===== src/hdl/sofsw_pkg.sv =====
// Package for the symbol order block: sequencer states and status codes.
// No dependencies.
`timescale 1ns / 1ps
package sofsw_pkg;

    typedef enum logic [1:0] {
        ST_OK     = 2'd0,
        ST_PREFIX = 2'd1,
        ST_CYCLE  = 2'd2,
        ST_LONG   = 2'd3
    } t_status;

    typedef enum logic [6:0] {
        S_LOAD  = 7'b0000001,
        S_SCAN  = 7'b0000010,
        S_POP   = 7'b0000100,
        S_WALK  = 7'b0001000,
        S_CHECK = 7'b0010000,
        S_EMIT  = 7'b0100000,
        S_CLEAR = 7'b1000000
    } t_state;

endpackage


===== src/hdl/symbol_order_from_sorted_words.sv =====
// Top level of the symbol order block: word loader, topological sort sequencer.
// Depends on sofsw_pkg.
`timescale 1ns / 1ps
// Usage:
//   Raise start with a request while busy is low. Each request
//   holds one symbol (or none) and word/list end flags. The previous word is kept in a
//   memory with a registered read, so the compare of a character holds busy through
//   the cycle after its request.
//   The request with i_list_end starts the sort: a scan over all symbols finds
//   present symbols of zero in-degree, then each dequeued symbol walks its edge
//   row one column per cycle through one shared in-degree decrement unit.
//   Results then leave one per cycle on o_valid with no backpressure, the final
//   one flagged o_last. A clearing sweep over all symbols then empties edge rows
//   and in-degrees before busy drops.
//   Reset (i_rst_n low, synchronous) starts the same clearing sweep; the block
//   accepts no request until it finishes.
module symbol_order_from_sorted_words #(
    parameter int SYMBOLS      = 32,
    parameter int MAX_WORD_LEN = 64
) (
    input  logic       i_clk,
    input  logic       i_rst_n,
    input  logic       start,
    output logic       busy,
    input  logic [4:0] i_symbol,
    input  logic       i_carries_symbol,
    input  logic       i_word_end,
    input  logic       i_list_end,
    output logic       o_valid,
    output logic [4:0] o_order_symbol,
    output logic       o_symbol_valid,
    output logic       o_last,
    output sofsw_pkg::t_status o_status
);
    import sofsw_pkg::*;

    localparam int SW = (SYMBOLS > 1) ? $clog2(SYMBOLS) : 1;
    localparam int CW = $clog2(SYMBOLS + 1);
    localparam int PW = $clog2(MAX_WORD_LEN + 1);
    localparam int AW = (MAX_WORD_LEN > 1) ? $clog2(MAX_WORD_LEN) : 1;

    t_state r_state, n_state;

    logic [SYMBOLS-1:0] r_edges [SYMBOLS];
    logic [SW-1:0]      r_indeg [SYMBOLS];
    logic [SW-1:0]      r_queue [SYMBOLS];
    logic [4:0]         r_prev  [MAX_WORD_LEN];
    logic [SYMBOLS-1:0] r_present;
    logic [PW-1:0]      r_prev_len, r_pos;
    logic               r_diff, r_have_prev;
    t_status            r_err;

    // pending character compare, registered from a character request
    logic               r_cmp;
    logic [SW-1:0]      r_cmp_sym;
    logic               r_cmp_close, r_cmp_lend;
    logic               r_cmp_long;
    logic [4:0]         r_rd;

    logic [SW-1:0]      r_idx, r_cur;
    logic [CW-1:0]      r_head, r_tail, r_count;

    logic accept;
    logic in_ok;
    logic [SW-1:0] in_sym;

    assign busy   = (r_state != S_LOAD) || r_cmp;
    assign accept = start && !busy;
    assign in_sym = SW'(i_symbol);
    assign in_ok  = i_carries_symbol && (32'(i_symbol) < SYMBOLS);

    // previous word memory, registered read
    always_ff @(posedge i_clk) begin
        if (accept && in_ok) begin
            r_rd <= r_prev[r_pos[AW-1:0]];
        end
        if (accept && in_ok && (32'(r_pos) < MAX_WORD_LEN)) begin
            r_prev[r_pos[AW-1:0]] <= i_symbol;
        end
    end

    // close-word update shared by both paths
    logic          cl_do;
    logic [PW-1:0] cl_pos;
    logic          cl_diff;

    // compare stage results; a character past the word limit compares nothing
    logic cmp_edge;
    assign cmp_edge = r_cmp && !r_cmp_long && r_have_prev && !r_diff
                      && (r_pos - PW'(1) < r_prev_len) && (SW'(r_rd) != r_cmp_sym);

    logic [SW-1:0] walk_col;
    assign walk_col = r_idx;

    always_comb begin
        n_state = r_state;
        unique case (r_state)
            S_LOAD:  if (r_cmp ? r_cmp_lend : (accept && i_list_end && !in_ok))
                         n_state = S_SCAN;
            S_SCAN:  if (32'(r_idx) == SYMBOLS - 1) n_state = S_POP;
            S_POP:   n_state = (r_head < r_tail) ? S_WALK : S_CHECK;
            S_WALK:  if (32'(r_idx) == SYMBOLS - 1) n_state = S_POP;
            S_CHECK: n_state = S_EMIT;
            S_EMIT:  if (o_last || r_err != ST_OK || r_count == '0 || r_tail != r_count)
                         n_state = S_CLEAR;
            S_CLEAR: if (32'(r_idx) == SYMBOLS - 1) n_state = S_LOAD;
            default: n_state = S_CLEAR;
        endcase
    end

    // result outputs
    always_comb begin
        o_valid        = (r_state == S_EMIT);
        o_symbol_valid = 1'b0;
        o_order_symbol = '0;
        o_last         = 1'b1;
        o_status       = r_err;
        if (r_err == ST_OK && r_count != '0) begin
            if (r_tail != r_count) begin
                o_status = ST_CYCLE;
            end else begin
                o_symbol_valid = 1'b1;
                o_order_symbol = 5'(r_queue[r_head[SW-1:0]]);
                o_last         = (r_head == r_tail - CW'(1));
            end
        end
    end

    always_comb begin
        cl_do   = r_cmp ? r_cmp_close : (accept && !in_ok && (i_word_end || i_list_end));
        cl_pos  = r_pos;
        cl_diff = r_diff || cmp_edge;
    end

    always_ff @(posedge i_clk) begin
        if (!i_rst_n) begin
            r_state     <= S_CLEAR;
            r_idx       <= '0;
            r_cmp       <= 1'b0;
            r_present   <= '0;
            r_prev_len  <= '0;
            r_pos       <= '0;
            r_diff      <= 1'b0;
            r_have_prev <= 1'b0;
            r_err       <= ST_OK;
            r_head      <= '0;
            r_tail      <= '0;
            r_count     <= '0;
        end else begin
            r_state <= n_state;
            unique case (r_state)
                S_LOAD: begin
                    // take a character: mark it, queue compare
                    if (accept && in_ok) begin
                        r_present[in_sym] <= 1'b1;
                        r_cmp_sym   <= in_sym;
                        r_cmp_close <= i_word_end || i_list_end;
                        r_cmp_lend  <= i_list_end;
                        r_cmp       <= 1'b1;
                        r_cmp_long  <= (32'(r_pos) >= MAX_WORD_LEN);
                        if (32'(r_pos) >= MAX_WORD_LEN) begin
                            if (r_err == ST_OK) r_err <= ST_LONG;
                        end else begin
                            r_pos <= r_pos + PW'(1);
                        end
                    end else begin
                        r_cmp <= 1'b0;
                    end
                    // compare against previous word, add edge
                    if (r_cmp && cmp_edge && 32'(r_pos) <= MAX_WORD_LEN) begin
                        if (!r_edges[SW'(r_rd)][r_cmp_sym]) begin
                            r_edges[SW'(r_rd)][r_cmp_sym] <= 1'b1;
                            r_indeg[r_cmp_sym] <= r_indeg[r_cmp_sym] + SW'(1);
                        end
                    end
                    if (r_cmp && !cl_do) r_diff <= cl_diff;
                    // close the word
                    if (cl_do) begin
                        if (r_have_prev && !cl_diff && r_prev_len > cl_pos && r_err == ST_OK)
                            r_err <= ST_PREFIX;
                        r_prev_len  <= cl_pos;
                        r_have_prev <= 1'b1;
                        r_diff      <= 1'b0;
                        r_pos       <= '0;
                    end
                    r_idx <= '0;
                end
                S_SCAN: begin
                    // queue present roots, count present symbols
                    if (r_present[r_idx]) begin
                        r_count <= r_count + CW'(1);
                        if (r_indeg[r_idx] == '0) begin
                            r_queue[r_tail[SW-1:0]] <= r_idx;
                            r_tail <= r_tail + CW'(1);
                        end
                    end
                    r_idx <= r_idx + SW'(1);
                end
                S_POP: begin
                    r_cur  <= r_queue[r_head[SW-1:0]];
                    r_head <= r_head + CW'(1);
                    r_idx  <= '0;
                end
                S_WALK: begin
                    // release one successor per cycle
                    if (r_edges[r_cur][walk_col]) begin
                        r_indeg[walk_col] <= r_indeg[walk_col] - SW'(1);
                        if (r_indeg[walk_col] == SW'(1) && 32'(r_tail) < SYMBOLS) begin
                            r_queue[r_tail[SW-1:0]] <= walk_col;
                            r_tail <= r_tail + CW'(1);
                        end
                    end
                    r_idx <= r_idx + SW'(1);
                end
                S_CHECK: r_head <= '0;
                S_EMIT: begin
                    r_head <= r_head + CW'(1);
                    r_idx  <= '0;
                end
                S_CLEAR: begin
                    // sweep edge rows and in-degrees, drop list state
                    r_edges[r_idx] <= '0;
                    r_indeg[r_idx] <= '0;
                    r_idx       <= r_idx + SW'(1);
                    r_cmp       <= 1'b0;
                    r_present   <= '0;
                    r_prev_len  <= '0;
                    r_pos       <= '0;
                    r_diff      <= 1'b0;
                    r_have_prev <= 1'b0;
                    r_err       <= ST_OK;
                    r_head      <= '0;
                    r_tail      <= '0;
                    r_count     <= '0;
                end
                default: ;
            endcase
        end
    end

    // queue never overruns the present count
    a_tail: assert property (@(posedge i_clk) disable iff (!i_rst_n)
        (r_state == S_WALK) |-> (r_tail <= r_count)) else $error("queue overrun");
    // a valid result only leaves while busy, in the emit state
    a_emit: assert property (@(posedge i_clk) disable iff (!i_rst_n)
        o_valid |-> busy) else $error("result while idle");
    // compare stage never overlaps a new request
    a_cmp: assert property (@(posedge i_clk) disable iff (!i_rst_n)
        r_cmp |-> !accept) else $error("request during compare");
endmodule


===== config.mk =====
export PLATFORM = sky130hd
export DESIGN_NAME = symbol_order_from_sorted_words
export DESIGN_NICKNAME = d
export VERILOG_FILES = /design/src/hdl/sofsw_pkg.sv /design/src/hdl/symbol_order_from_sorted_words.sv
export SDC_FILE = /design/constraint.sdc
export NUM_CORES = 2
export LEC_CHECK = 0
export BUFFER_PORTS_ARGS = -buffer_cell sky130_fd_sc_hd__buf_2
export CORE_ASPECT_RATIO = 0.7
export CORE_MARGIN = 4
export CORE_UTILIZATION = 40
export DETAILED_ROUTE_END_ITERATION = 16
export PLACE_DENSITY = 0.58
export SETUP_SLACK_MARGIN = 0.05
export SYNTH_ARGS = -nofsm -noshare
export SYNTH_HDL_FRONTEND = slang
export SYNTH_SLANG_ARGS = --single-unit

===== constraint.sdc =====
create_clock -name i_clk -period 65.9 [get_ports i_clk]
set_input_delay 3.295 -clock i_clk [delete_from_list [all_inputs] [get_ports i_clk]]
set_output_delay 3.295 -clock i_clk [all_outputs]
set_load 0.01 [all_outputs]

Word level (Yosys, flattened, before mapping)
Memories as Yosys holds them, arrays and structs flattened. A register that Yosys moved wholly into a read port is not among the register bits. Cells that the tools add are included.

Logic and storage cells: 226. Output and inout bits: 11. Bits in registers: 94. Memory bits (writable): 1664. Memories kept: 4. Input bits: 11.

Reduce and logical (&&, ||, !) cells: 60. Bitwise gates (word level): 3. Magnitude comparators: 12. $add $sub $neg: 9. Muxes and demuxes: 95. Equal/unequal tests: 26.

Memory list: r_edges (depth 32, width 32, rd ports 2, clocked after memory_dff 1, wr ports 1, line symbol_order_from_sorted_words.sv:44) `logic [SYMBOLS-1:0] r_edges [SYMBOLS];`; r_prev (depth 64, width 5, rd ports 1, clocked after memory_dff 1, wr ports 1, line symbol_order_from_sorted_words.sv:47) `logic [4:0] r_prev [MAX_WORD_LEN];`; r_indeg (depth 32, width 5, rd ports 2, clocked after memory_dff 2, wr ports 1, line symbol_order_from_sorted_words.sv:45) `logic [SW-1:0] r_indeg [SYMBOLS];`; r_queue (depth 32, width 5, rd ports 1, clocked after memory_dff 1, wr ports 1, line symbol_order_from_sorted_words.sv:46) `logic [SW-1:0] r_queue [SYMBOLS];`.

Operator list (count): $mux W32 (4); $mux W5 (14); $pmux W32 S2 (1); $mux W7 (8); $pmux W7 S6 (1); $mux W1 (40); $or A32 B32 Y32 (1); $reduce_or A32 Y1 (1); $mux W6 (5); $pmux W7 S2 (2); $pmux W6 S2 (2); $logic_and A1 B1 Y1 (22); $add A6 B1 Y6 const B (3); $lt A5 B6 Y1 const B (3); $pmux W6 S3 (1); $ne A2 B2 Y1 const B (8); $bmux W1 S5 (3); $mux W2 (7); $add A5 B1 Y5 const B (2); $demux W1 S5 (2); $ge A5 B1 Y1 const B (2); $pmux W5 S2 (1); $reduce_and A2 Y1 (5); $reduce_bool A2 Y1 (5); other kinds (42) (62).

Logic depth before layout (Yosys ltp)
Word-level depth: 14. Gate-level depth with buffers: 19. Gate-level depth less buffers: 14.

Worst setup path before layout
OpenSTA, ideal clock, no wires.

Path kind: input-to-reg. Start point: in i_rst_n. End point: mem r_edges[0][10], enable pin. Stages: 9. Slack: 42.219 ns. Setup time: 0.253 ns. Data arrival time: 23.428 ns. Path buffers: 3. Required time: 65.647 ns. Cells stage by stage: clkbuf_1 inv_1 nor2_1 inv_1 clkbuf_1 o21ai_0 nand2_1 clkbuf_1 nor2_1.

Longest elaborated chain between the ends: 4. Elaborated cells between the ends (all ways): 7. Those cells by class: mux: 6; reduce/logical: 1.

RTL lines: start, declared (line symbol_order_from_sorted_words.sv:22) `input logic i_rst_n,`; $mux W1 (line symbol_order_from_sorted_words.sv:136) `if (!i_rst_n) begin`; $mux W1 (not written as such) (line symbol_order_from_sorted_words.sv:222) `r_edges[r_idx] <= '0;`; $reduce_or A32 Y1 (no source line); $mux W5 (no source line) or $mux W32 (tied branches); end, declared (line symbol_order_from_sorted_words.sv:44).

Several ways; a longest one is shown, not always the timed one.

==> metrics.log <==
[metrics] cell at the slowest stage of the critical path: o21ai_0
[metrics] TritonCTS clock tree: yes
[metrics] most prevalent standard cell on the critical path: buf_4
[metrics] Hold Path Stages: 1
[metrics] area of the mapped netlist: 84500 um^2
[metrics] slew at the pin with the worst max-slew slack: 1.40 ns
[metrics] antenna diode count: 0
[metrics] cell row count: 140
[metrics] FILL cells: 18500
[metrics] Post-CTS Repair Setup Buffers: 0
[metrics] Core Area: 209000 um^2
[metrics] Clk network pwr share: 34.4%
[metrics] final hold violation count: 0
[metrics] Overflow after GRT: 0
[metrics] IO Port Bufs: 21
[metrics] share of total power consumed by net switching: 29.9%
[metrics] worst hold path type: flip-flop to flip-flop
[metrics] number of cell instances on the worst register-to-register path: 12
[metrics] total number of nets in the final design: 5569
[metrics] number of buffers created by CTS: 182
[metrics] count of max-cap constraint violations: 0
[metrics] routability congestion estimate from global placement: 0.887
[metrics] Max Buffers Root-to-Sink: 4
[metrics] Layout area overhead: 10.1%
[metrics] Top delay family on crit path: compound AO/OA/AOI/OAI gates
[metrics] Worst Setup Start Kind: flip-flop
[metrics] number of nets produced by synthesis: 5708
[metrics] remaining routing DRC violations: 0
[metrics] Initial DRC Count: 8513
[metrics] global-route wire length before repair: 380 mm
[metrics] starting density of the core: 40.4%
[metrics] arrival time of the worst setup path: 7.72 ns
[metrics] Finish-stage setup viols: 0
[metrics] post_cts resized: 0
[metrics] distinct cell type count after synthesis: 76
[metrics] switching pwr: 0.889 mW
[metrics] Worst R2R End: r_indeg[18][3]$_DFFE_PP_
[metrics] CP max FO: 46
[metrics] total count of max-transition violations in the final report: 0
[metrics] static power due to leakage: 29.2 nW
[metrics] Worst Setup End Kind: flip-flop
[metrics] fraction of the yosys area taken by sequential cells: 62.1%
[metrics] post-synthesis cell type with the largest combined area: edfxtp_1
[metrics] worst-case clock skew: 0.0394 ns
[metrics] number of global-route vias before repair: 51700
[metrics] EDFF count, synth: 1682
[metrics] Total Die Area: 219000 um^2
[metrics] most frequently used cell type in the post-synthesis netlist: edfxtp_1
[metrics] average routed wire per standard cell: 31.3 um
[metrics] H-Tree Level Count: 4
[metrics] critical-path cell list: buf_4 > buf_4 > mux4_2 > nand2_1 > a32oi_1 > o22ai_1 > nor3_1 > and4b_1 > nor4_2 > a21oi_2 > o22ai_2 > o21ai_0
[metrics] minimum hold slack: 0.455 ns
[metrics] number of top-level pins: 22
[metrics] power density over the cells: 31.9 nW/um^2
[metrics] cell count after synthesis: 5662
[metrics] portion of total power attributed to sequential cells: 47.2%
[metrics] RSZ-0062 raised after global routing: no
[metrics] relative max-transition margin: 6.42%
[metrics] Via Count: 53800
[metrics] worst path required time: 66.31 ns
[metrics] total wirelength of the detailed-routed design: 264 mm
[metrics] mean post-synth cell area: 14.9 um^2
[metrics] Crit path largest cell delay: 1.07 ns
[metrics] flop2flop setup slack: 58.59 ns
[metrics] Initial DRT Pass Iterations: 6
[metrics] Warnings, synthesis: 0
[metrics] leading post-synthesis cells by instance count: 1682 x edfxtp_1, 1232 x nor2_1, 641 x mux4_2
[metrics] fraction of layout cells with a size suffix above 1: 22.2%
[metrics] top cell type's share of synthesized area: 59.8%
[metrics] Synth async-reset ratio: 0%
[metrics] hold_sp: r_have_prev$_SDFFE_PN0P_
[metrics] Die Y: 393 um
[metrics] internal cell power: 2.08 mW
[metrics] Clock Latency Late Sink: 0.83 ns
[metrics] vias per std cell: 6.39
[metrics] post-layout power: 2.97 mW
[metrics] maximum number of pins on one net before global-route repair: 182
[metrics] outcome: completed
[metrics] WHS Endpoint: r_have_prev$_SDFFE_PN0P_
[metrics] remaining antenna violation count after routing: 0
[metrics] Worst VDD drop: 0.0212 mV
[metrics] crit path kind: flip-flop to flip-flop
[metrics] biggest area contributors in the synthesized netlist: edfxtp_1 60%, mux4_2 17%, nor2_1 5.5%, mux2i_1 2.9%, dfxtp_1 2.4%
[metrics] flip-flop cell with the highest count after synthesis: edfxtp_1
[metrics] combinational share of power: 18.4%
[metrics] # clock sinks: 1783
[metrics] Global Route Usage Sum: 23.8%
[metrics] cell at the root of the clock tree: clkbuf_16
[metrics] hold-fix buffer count after cts: 0
[metrics] final design utilization: 44.5%
[metrics] number of register bits inferred by synthesis: 1783
[metrics] Buf/Inv on CP: 2
[metrics] Chip Width: 557 um
[metrics] hpwl dp: 159 mm
[metrics] time the final worst path needs with I/O delays and setup: 7.31 ns
[metrics] clock slew at the register clock pins of the worst setup and hold paths: 0.07 ns
[metrics] Sum Neg Setup Slack: 0 ns
[metrics] maximum clock frequency: 137 MHz
[metrics] final critical-path share of the clock period: 11.1%
[metrics] initial antenna violation count: 9
[power groups by stage]
| stage | logic, mW | clock network [mW] | registers, mW |
|---|---|---|---|
| floorplan | 0.327 | 0 | 1.55 |
| global placement | 0.528 | 0 | 1.42 |
| detailed placement | 0.537 | 0 | 1.42 |
| CTS | 0.538 | 1.04 | 1.40 |
| global route | 0.580 | 1.09 | 1.40 |
| finish | 0.546 | 1.02 | 1.40 |
[sequential cells by signal, summed over array words and instances, names as in the netlist, 2 cells and up, named ones only]
signal	count
cl_pos	7
r_cmp_sym	5
r_count	6
r_cur	5
r_edges	1024
r_err	2
r_head	6
r_idx	5
r_indeg	160
r_present	32
r_prev	320
r_prev_len	7
r_queue	160
r_rd	5
r_state	7
r_tail	6
[cells in the final DEF (no fill, tap or decap), types with 32 or more instances in the layout]
cell / count
buf_4: 156
o21ai_0: 77
mux4_2: 641
inv_1: 38
a22oi_1: 248
nand2_2: 32
clkbuf_16: 184
mux2i_1: 241
nand2_1: 166
a21oi_1: 87
nor2b_1: 35
dfxtp_1: 86
mux2_2: 34
ha_1: 35
clkinv_2: 40
nand3_1: 58
a41oi_1: 36
edfxtp_1: 1682
nor2_1: 1224
[per-stage QoR]
step                      instance area (um^2)  cells  setup slack, ns
final                                    93100   8426            58.59
after global routing                     93100   8426            58.29
after CTS                                93100   8426            58.65
after detailed placement                 87400   8108            57.77
after global placement                   87400   8108            57.92
after floorplan                          84500   5662            42.22
[cell families after synthesis]
family                   Yosys count  synth area share (%)
AND/OR/NAND/NOR                 1723                  8.52
adder cells (fa/ha/maj)           35                 0.518
XOR/XNOR                          44                 0.456
flip-flops                      1783                  62.1
buffers and inverters            547                  2.97
multiplexers                     916                  20.4
AO/OA/AOI/OAI                    614                  5.00
[layout make-up]
| cell class | instances | area [um^2] | share of cell area (%) |
|---|---|---|---|
| repair buffers | 182 | 1380 | 1.48 |
| clock inverters | 99 | 942 | 1.01 |
| flip-flops and latches | 1783 | 52600 | 56.5 |
| inverters | 42 | 165 | 0.177 |
| clock buffers | 219 | 4780 | 5.13 |
| multi-input cells | 3332 | 29800 | 32.0 |
| well taps | 2769 | 3460 | 3.72 |
[how the worst max path moves through the flow]
| stage | to | slack, ns | depth (start not counted) |
|---|---|---|---|
| after floorplan | r_edges[0][10]$_DFFE_PP_ | 42.22 | 9 |
| after global placement | r_edges[17][7]$_DFFE_PP_ | 57.92 | 7 |
| after detailed placement | r_edges[21][24]$_DFFE_PP_ | 57.77 | 7 |
| after CTS | r_edges[20][24]$_DFFE_PP_ | 58.65 | 7 |
| after global routing | r_indeg[10][3]$_DFFE_PP_ | 58.29 | 12 |
| final | r_indeg[18][3]$_DFFE_PP_ | 58.59 | 12 |
[layer usage]
metal,share of wire [%],up-vias,global-route usage (%)
met3,13,401,6.39
met4,2.4,4,5.69
li1,-,21700,-
met5,0.010,-,0
met2,41,3308,32.6
met1,43,28400,37.2
No activity file was read; power rests on OpenSTA's default activity.
